**config.mk**
```make
export PLATFORM = sky130hd
export DESIGN_NAME = signed_binary_to_decimal_ascii_unit
export DESIGN_NICKNAME = d
export VERILOG_FILES = /design/src/sbda_pkg.sv /design/src/signed_binary_to_decimal_ascii_unit.sv
export SDC_FILE = /design/constraint.sdc
export NUM_CORES = 1
export LEC_CHECK = 0
export ABC_AREA = 1
export BUFFER_PORTS_ARGS = -buffer_cell sky130_fd_sc_hd__buf_2
export CAP_MARGIN = 5
export CORE_MARGIN = 8
export CORE_UTILIZATION = 45
export DETAILED_ROUTE_END_ITERATION = 10
export HOLD_SLACK_MARGIN = 0.02
export MAX_ROUTING_LAYER = met4
export PLACE_DENSITY = 0.69
export SLEW_MARGIN = 5
export SYNTH_ARGS = -nofsm -noshare
export SYNTH_HDL_FRONTEND = slang
export SYNTH_SLANG_ARGS = --single-unit
```
**constraint.sdc**
```tcl
create_clock -name clk_i -period 5.2 [get_ports clk_i]
set_input_delay 1.56 -clock clk_i [delete_from_list [all_inputs] [get_ports clk_i]]
set_output_delay 1.56 -clock clk_i [all_outputs]
set_load 0.02 [all_outputs]
```
**src/sbda_pkg.sv**
```systemverilog
// ----------------------------------------------------------------------------
// sbda_pkg
// constants and types for the signed binary to decimal ascii unit
// ----------------------------------------------------------------------------
package sbda_pkg;

  localparam int VALUE_BITS = 64;
  // decimal digits that cover any magnitude up to 2^VALUE_BITS - 1
  localparam int DIGITS     = (VALUE_BITS * 30103) / 100000 + 1;
  localparam int BCD_W      = 4 * DIGITS;
  localparam int CNT_W      = $clog2(VALUE_BITS);
  localparam int DIG_W      = $clog2(DIGITS + 1);
  localparam int CHAR_W     = 6;

  localparam logic [CHAR_W-1:0] CHAR_ZERO  = 6'd48;
  localparam logic [CHAR_W-1:0] CHAR_MINUS = 6'd45;
  localparam logic [CHAR_W-1:0] CHAR_NINE  = 6'd57;

  typedef enum logic [1:0] {
    ST_IDLE,
    ST_CONV,
    ST_SKIP,
    ST_EMIT
  } state_e;

endpackage

```
**src/signed_binary_to_decimal_ascii_unit.sv**
```systemverilog
// ----------------------------------------------------------------------------
// signed_binary_to_decimal_ascii_unit
// converts one two's complement integer into its decimal ascii text
// ----------------------------------------------------------------------------
// One value is taken at a time and comes out as decimal text, most significant
// digit first, one character per output beat, with last set on the final
// digit. A negative value starts with '-'; zero gives a single '0'; leading
// zeros are never sent. The magnitude is turned into BCD by a bit-serial
// shift-and-add-3 loop, one input bit per cycle over all VALUE_BITS (64) bits.
// Leading zeros are then dropped, one per cycle, until the first nonzero
// digit or the last digit is reached, and the digits follow at one per cycle
// while the output is not stalled. A '-' goes out as its own beat before the
// digits. A new value is accepted only after the last character has been
// loaded into the output register.
// ----------------------------------------------------------------------------
module signed_binary_to_decimal_ascii_unit
  import sbda_pkg::*;
(
  input  logic              clk_i,
  input  logic              rst_ni,
  input  logic              in_valid_i,
  output logic              in_stall_o,
  input  logic [63:0]       value_i,
  output logic              out_valid_o,
  input  logic              out_stall_i,
  output logic [CHAR_W-1:0] character_o,
  output logic              last_o
);

  state_e                  state_q, state_d;
  logic [VALUE_BITS-1:0]   mag_q, mag_d;
  logic [BCD_W-1:0]        bcd_q, bcd_d;
  logic [BCD_W-1:0]        bcd_adj;
  logic [CNT_W-1:0]        cnt_q, cnt_d;
  logic [DIG_W-1:0]        dig_q, dig_d;
  logic                    sign_q, sign_d;
  logic                    out_valid_q, out_valid_d;
  logic [CHAR_W-1:0]       char_q, char_d;
  logic                    last_q, last_d;
  logic [VALUE_BITS-1:0]   raw;
  logic [3:0]              top;
  logic                    out_free;

  assign raw      = value_i[VALUE_BITS-1:0];
  assign top      = bcd_q[BCD_W-1 -: 4];
  assign out_free = !out_valid_q || !out_stall_i;

  // add 3 to every digit of five or more before the shift
  always_comb begin
    for (int i = 0; i < DIGITS; i++) begin
      if (bcd_q[4*i +: 4] >= 4'd5) begin
        bcd_adj[4*i +: 4] = bcd_q[4*i +: 4] + 4'd3;
      end else begin
        bcd_adj[4*i +: 4] = bcd_q[4*i +: 4];
      end
    end
  end

  always_ff @(posedge clk_i or negedge rst_ni) begin
    if (!rst_ni) begin
      state_q     <= ST_IDLE;
      sign_q      <= 1'b0;
      out_valid_q <= 1'b0;
    end else begin
      state_q     <= state_d;
      sign_q      <= sign_d;
      out_valid_q <= out_valid_d;
    end
  end

  always_ff @(posedge clk_i) begin
    mag_q  <= mag_d;
    bcd_q  <= bcd_d;
    cnt_q  <= cnt_d;
    dig_q  <= dig_d;
    char_q <= char_d;
    last_q <= last_d;
  end

  always_comb begin
    state_d     = state_q;
    mag_d       = mag_q;
    bcd_d       = bcd_q;
    cnt_d       = cnt_q;
    dig_d       = dig_q;
    sign_d      = sign_q;
    out_valid_d = out_valid_q && out_stall_i;
    char_d      = char_q;
    last_d      = last_q;
    unique case (state_q)
      ST_IDLE: begin
        if (in_valid_i) begin
          sign_d  = raw[VALUE_BITS-1];
          mag_d   = raw[VALUE_BITS-1] ? (~raw + VALUE_BITS'(1)) : raw;
          bcd_d   = '0;
          cnt_d   = CNT_W'(VALUE_BITS - 1);
          dig_d   = DIG_W'(DIGITS);
          state_d = ST_CONV;
        end
      end
      ST_CONV: begin
        bcd_d = {bcd_adj[BCD_W-2:0], mag_q[VALUE_BITS-1]};
        mag_d = mag_q << 1;
        cnt_d = cnt_q - CNT_W'(1);
        if (cnt_q == '0) begin
          state_d = ST_SKIP;
        end
      end
      ST_SKIP: begin
        if (top == 4'd0 && dig_q > DIG_W'(1)) begin
          bcd_d = bcd_q << 4;
          dig_d = dig_q - DIG_W'(1);
        end else begin
          state_d = ST_EMIT;
        end
      end
      ST_EMIT: begin
        if (out_free) begin
          out_valid_d = 1'b1;
          if (sign_q) begin
            char_d = CHAR_MINUS;
            last_d = 1'b0;
            sign_d = 1'b0;
          end else begin
            char_d = CHAR_ZERO + {2'b00, top};
            last_d = (dig_q == DIG_W'(1));
            bcd_d  = bcd_q << 4;
            dig_d  = dig_q - DIG_W'(1);
            if (dig_q == DIG_W'(1)) begin
              state_d = ST_IDLE;
            end
          end
        end
      end
      default: begin
        state_d = ST_IDLE;
      end
    endcase
  end

  assign in_stall_o  = (state_q != ST_IDLE);
  assign out_valid_o = out_valid_q;
  assign character_o = char_q;
  assign last_o      = last_q;

  a_accept_starts: assert property (@(posedge clk_i) disable iff (!rst_ni)
    in_valid_i && !in_stall_o |=> state_q == ST_CONV)
    else $error("accepted beat did not start a conversion");

  a_char_range: assert property (@(posedge clk_i) disable iff (!rst_ni)
    out_valid_o |-> (character_o == CHAR_MINUS ||
                     (character_o >= CHAR_ZERO && character_o <= CHAR_NINE)))
    else $error("output character out of range");

  a_sign_not_last: assert property (@(posedge clk_i) disable iff (!rst_ni)
    out_valid_o && character_o == CHAR_MINUS |-> !last_o)
    else $error("minus sign flagged as last");

  a_sign_before_digits: assert property (@(posedge clk_i) disable iff (!rst_ni)
    state_q == ST_EMIT && sign_q |-> dig_q != '0)
    else $error("sign pending with no digits left");

endmodule

```
==> impl_results.md <==
* Diodes inserted at 0
* Fraction of layout instances using a drive strength above 1 at 0.1047
* First-pass iteration count of the detailed router at 5
* Area of the die at ~0.030 sq mm
* Core Rows at 57
* Reg2Reg Depth at 8
* Post-Synthesis Mean Instance Area at 7.809 sq um
* Die X-Extent at 172.6 microns
* Startpoint of the worst-slack reg-to-reg timing path: state_q[0]
* Bufs and invs on worst path at 3
* Antenna violation net count after detailed routing at 0
* Status: finished clean
* Wire length reported by the detailed router at 26700 microns
* Most frequent CP cell: sky130_fd_sc_hd__inv_1
* TNS Setup at 0 ns
* Post-cts gate resize count at 0
* Sequence of cells on the critical path: inv_1 -> ha_1 -> inv_1 -> buf_2
* Worst min-delay path class: flip-flop to flip-flop
* Max Cap Viol at 0
* Worst Hold End: out_valid_o
* Via count of the first global-routing pass at 9145
* Number of antenna violations at the first check in global routing at 0
* Most common library cell in the layout ignoring fill and taps: sky130_fd_sc_hd__nand2_1
* Unrepaired setup endpoints after global routing: false
* Nets@finish at 1594
* Buffer count from post-CTS setup fixing at 0
* Wire length per cell after detailed routing at 14.72 microns
* Leak at 5.235 nW
* Critical path launch point type: flip-flop
* Cell chosen for the clock root: sky130_fd_sc_hd__clkbuf_16
* Worst-Margin Slew at 1.039 ns
* Clock Skew at approximately 0.010 ns
* Type of the worst setup path: flip-flop to primary output
* Area share of the largest cell type after synthesis at 0.4378
* Clock buffer depth at 2
* Family of cells with the greatest summed delay on the critical path: buffers and inverters
* Endpoints failing setup at 0
* Synth cell types at 39
* Synthesized instance count at 1414
* HPWL after detailed placement at 18940 microns
* Final-report hold violation count at 0
* Count of clock tree sinks at 165
* YS warnings at 0
* Pin count of the biggest net entering global routing at 81
* TritonCTS clock tree: done
* Clock slew seen by the registers of the worst setup and hold paths at 0.07 ns
* CP max FO at 6
* Effective utilization at floorplan at 0.4567
* Vias per inst at 5.239
* Clock buffer count from CTS at 17
* DRC errors left at 0
* Endpoint type of the worst setup path: primary output
* FILL cells at around 2.3k
* Total area of multi-input combinational cells at 0.005248 sq mm
* Sequential-to-total area share from yosys stat at 0.4469
* Worst relative slew slack at 0.3071
* Top-level I/O count at 77
* Total nets after synthesis at 1531
* Height of the die at 172.6 microns
* Worst R2R Setup Slack at 2.50 ns
* Count of port buffers added during placement at 75
* Power Dens Cells at 588.2 mW/mm^2
* Total power after layout at 0.007284 W
* Clock Latency Late Sink at between 0.4 and 0.5 ns
* Clock period minus final worst setup slack at 3.210 ns
* Largest area contributor in the netlist: sky130_fd_sc_hd__edfxtp_1
* Core footprint at 0.02418 sq mm
* Signed area change from the synthesized netlist to the final layout at 12.15%
* Leading post-synthesis cells by cell area: sky130_fd_sc_hd__edfxtp_1 44%, sky130_fd_sc_hd__nand2_1 11%, sky130_fd_sc_hd__nor2_1 9.1%
* Critical-path cell with the highest stage delay: sky130_fd_sc_hd__dfrtp_1
* Most frequent cells in the layout: 311 x sky130_fd_sc_hd__nand2_1, 266 x sky130_fd_sc_hd__nor2_1, 183 x sky130_fd_sc_hd__inv_1
* Cell Area, Synth at about 0.011 sq mm
* Max Transition Viols Final at 0
* First-pass GRT wire length at around 45000 microns
* Flop and latch count out of synthesis at 165
* Total track usage at 0.1840
* CTS H-Tree Depth at 4
* Timing-limited maximum frequency at approximately 310 MHz
* Required time at the worst-slack endpoint at 3.64 ns
* Global-route congestion overflow total at 0
* Worst r2r dst: bcd_q[16]
* Number of vias after detailed routing at approximately 9.5k
* Count of routing violations after the opening detailed-route iteration at 694
* Routability congestion estimate at between 0.9 and 1
* Hold path startpoint: out_valid_o
* Final clock period utilization by the worst path at 0.6173
* Maximum vdd ir drop at approximately 500 uV
* Sequential cell area at 0.004935 sq mm
* Total of hold buffers inserted after clock tree synthesis at 0
* Biggest cell delay along the critical path at 0.40 ns
* Worst path arrival time at 1.65 ns
* Worst hold stages at 2
[report_power, final]
part | switching [W] | internal [W] | total (W)
registers | 0.000334 | 0.00254 | 0.00288
logic | 0.00207 | 0.000882 | 0.00296
clock network | 0.000547 | 0.000904 | 0.00145
[logic make-up after synthesis]
| group | after synthesis | share of synthesized area |
|---|---|---|
| and+or+nand+nor | 720 | 0.2747 |
| AOI/OAI and AO/OA | 231 | 0.1243 |
| buffers and inverters | 225 | 0.08000 |
| other | 1 | 0.0003396 |
| DFF | 165 | 0.4469 |
| adders and majority gates | 49 | 0.05552 |
| xor gates and xnor gates | 23 | 0.01824 |
[sequential cells by signal (all words and copies together) (netlist names)]
signal and cells:
bcd_q 80, character_o 5, cnt_q 6, dig_q 5
last_o 1, mag_q 64, out_valid_o 1, sign_q 1
state_q 2
[per-layer routing]
layer / track usage / up-vias / wire length [microns]
met5: - / - / 0
met4: 0.06633 / 0 / 539
met3: 0.02396 / 36 / 1102
met2: 0.2990 / 251 / 12880
met1: 0.2328 / 4371 / 12180
li1: - / 4846 / -
[how the worst max path moves through the flow]
stage	slack, ns	to	cells after the start	from
global placement	1.84	bcd_q[28]	7	out_stall_i
detailed placement	1.86	bcd_q[41]	7	out_stall_i
CTS	1.98	in_stall_o	4	state_q[0]
finish	1.99	in_stall_o	4	state_q[0]
global route	1.90	in_stall_o	4	state_q[0]
floorplan	0.82	bcd_q[0]	5	out_stall_i
[synth_stat cells (all sizes together)]
master  number
ha          49
dfrtp        4
nand3       88
o21ai      117
buf         22
a21oi       35
xnor2        4
o22ai       40
a31oi        1
o21bai       1
a32o         1
or2          5
nand4       13
nor3         1
clkbuf      16
conb         1
clkinv       1
nand2      325
inv        186
nor4         1
nand3b       3
o32ai       33
o211ai       3
xor2        19
edfxtp     161
nor2       284
[tightest hold or removal path, cell delays in order (launching register included)]
cell and delay (ns):
sky130_fd_sc_hd__dfrtp_1 0.36, sky130_fd_sc_hd__nand2_1 0.07, sky130_fd_sc_hd__nand2_1 0.06
[stage by stage]
stage	setup slack [ns]	hold WS, ns	cell area (sq um)	cells	util
after floorplan	0.8155	0.4947	11050	1414	-
after global placement	1.841	0.5004	11720	1782	0.4847
after detailed placement	1.855	0.5035	11720	1782	0.4847
after CTS	1.975	0.5221	12380	1814	0.5122
after global routing	1.896	0.5334	12380	1814	0.5122
final	1.990	0.5196	12380	1814	0.5122
[area by class of cell]
class	instances	share of cell area
multi-input cells	1024	0.4238
clock buffers	20	0.03526
inverters	187	0.05678
repair buffers	82	0.03456
clock inverters	12	0.01839
flip-flops and latches	165	0.3985
well taps	324	0.03274
Note: power is estimated with default switching activity, not from simulation.
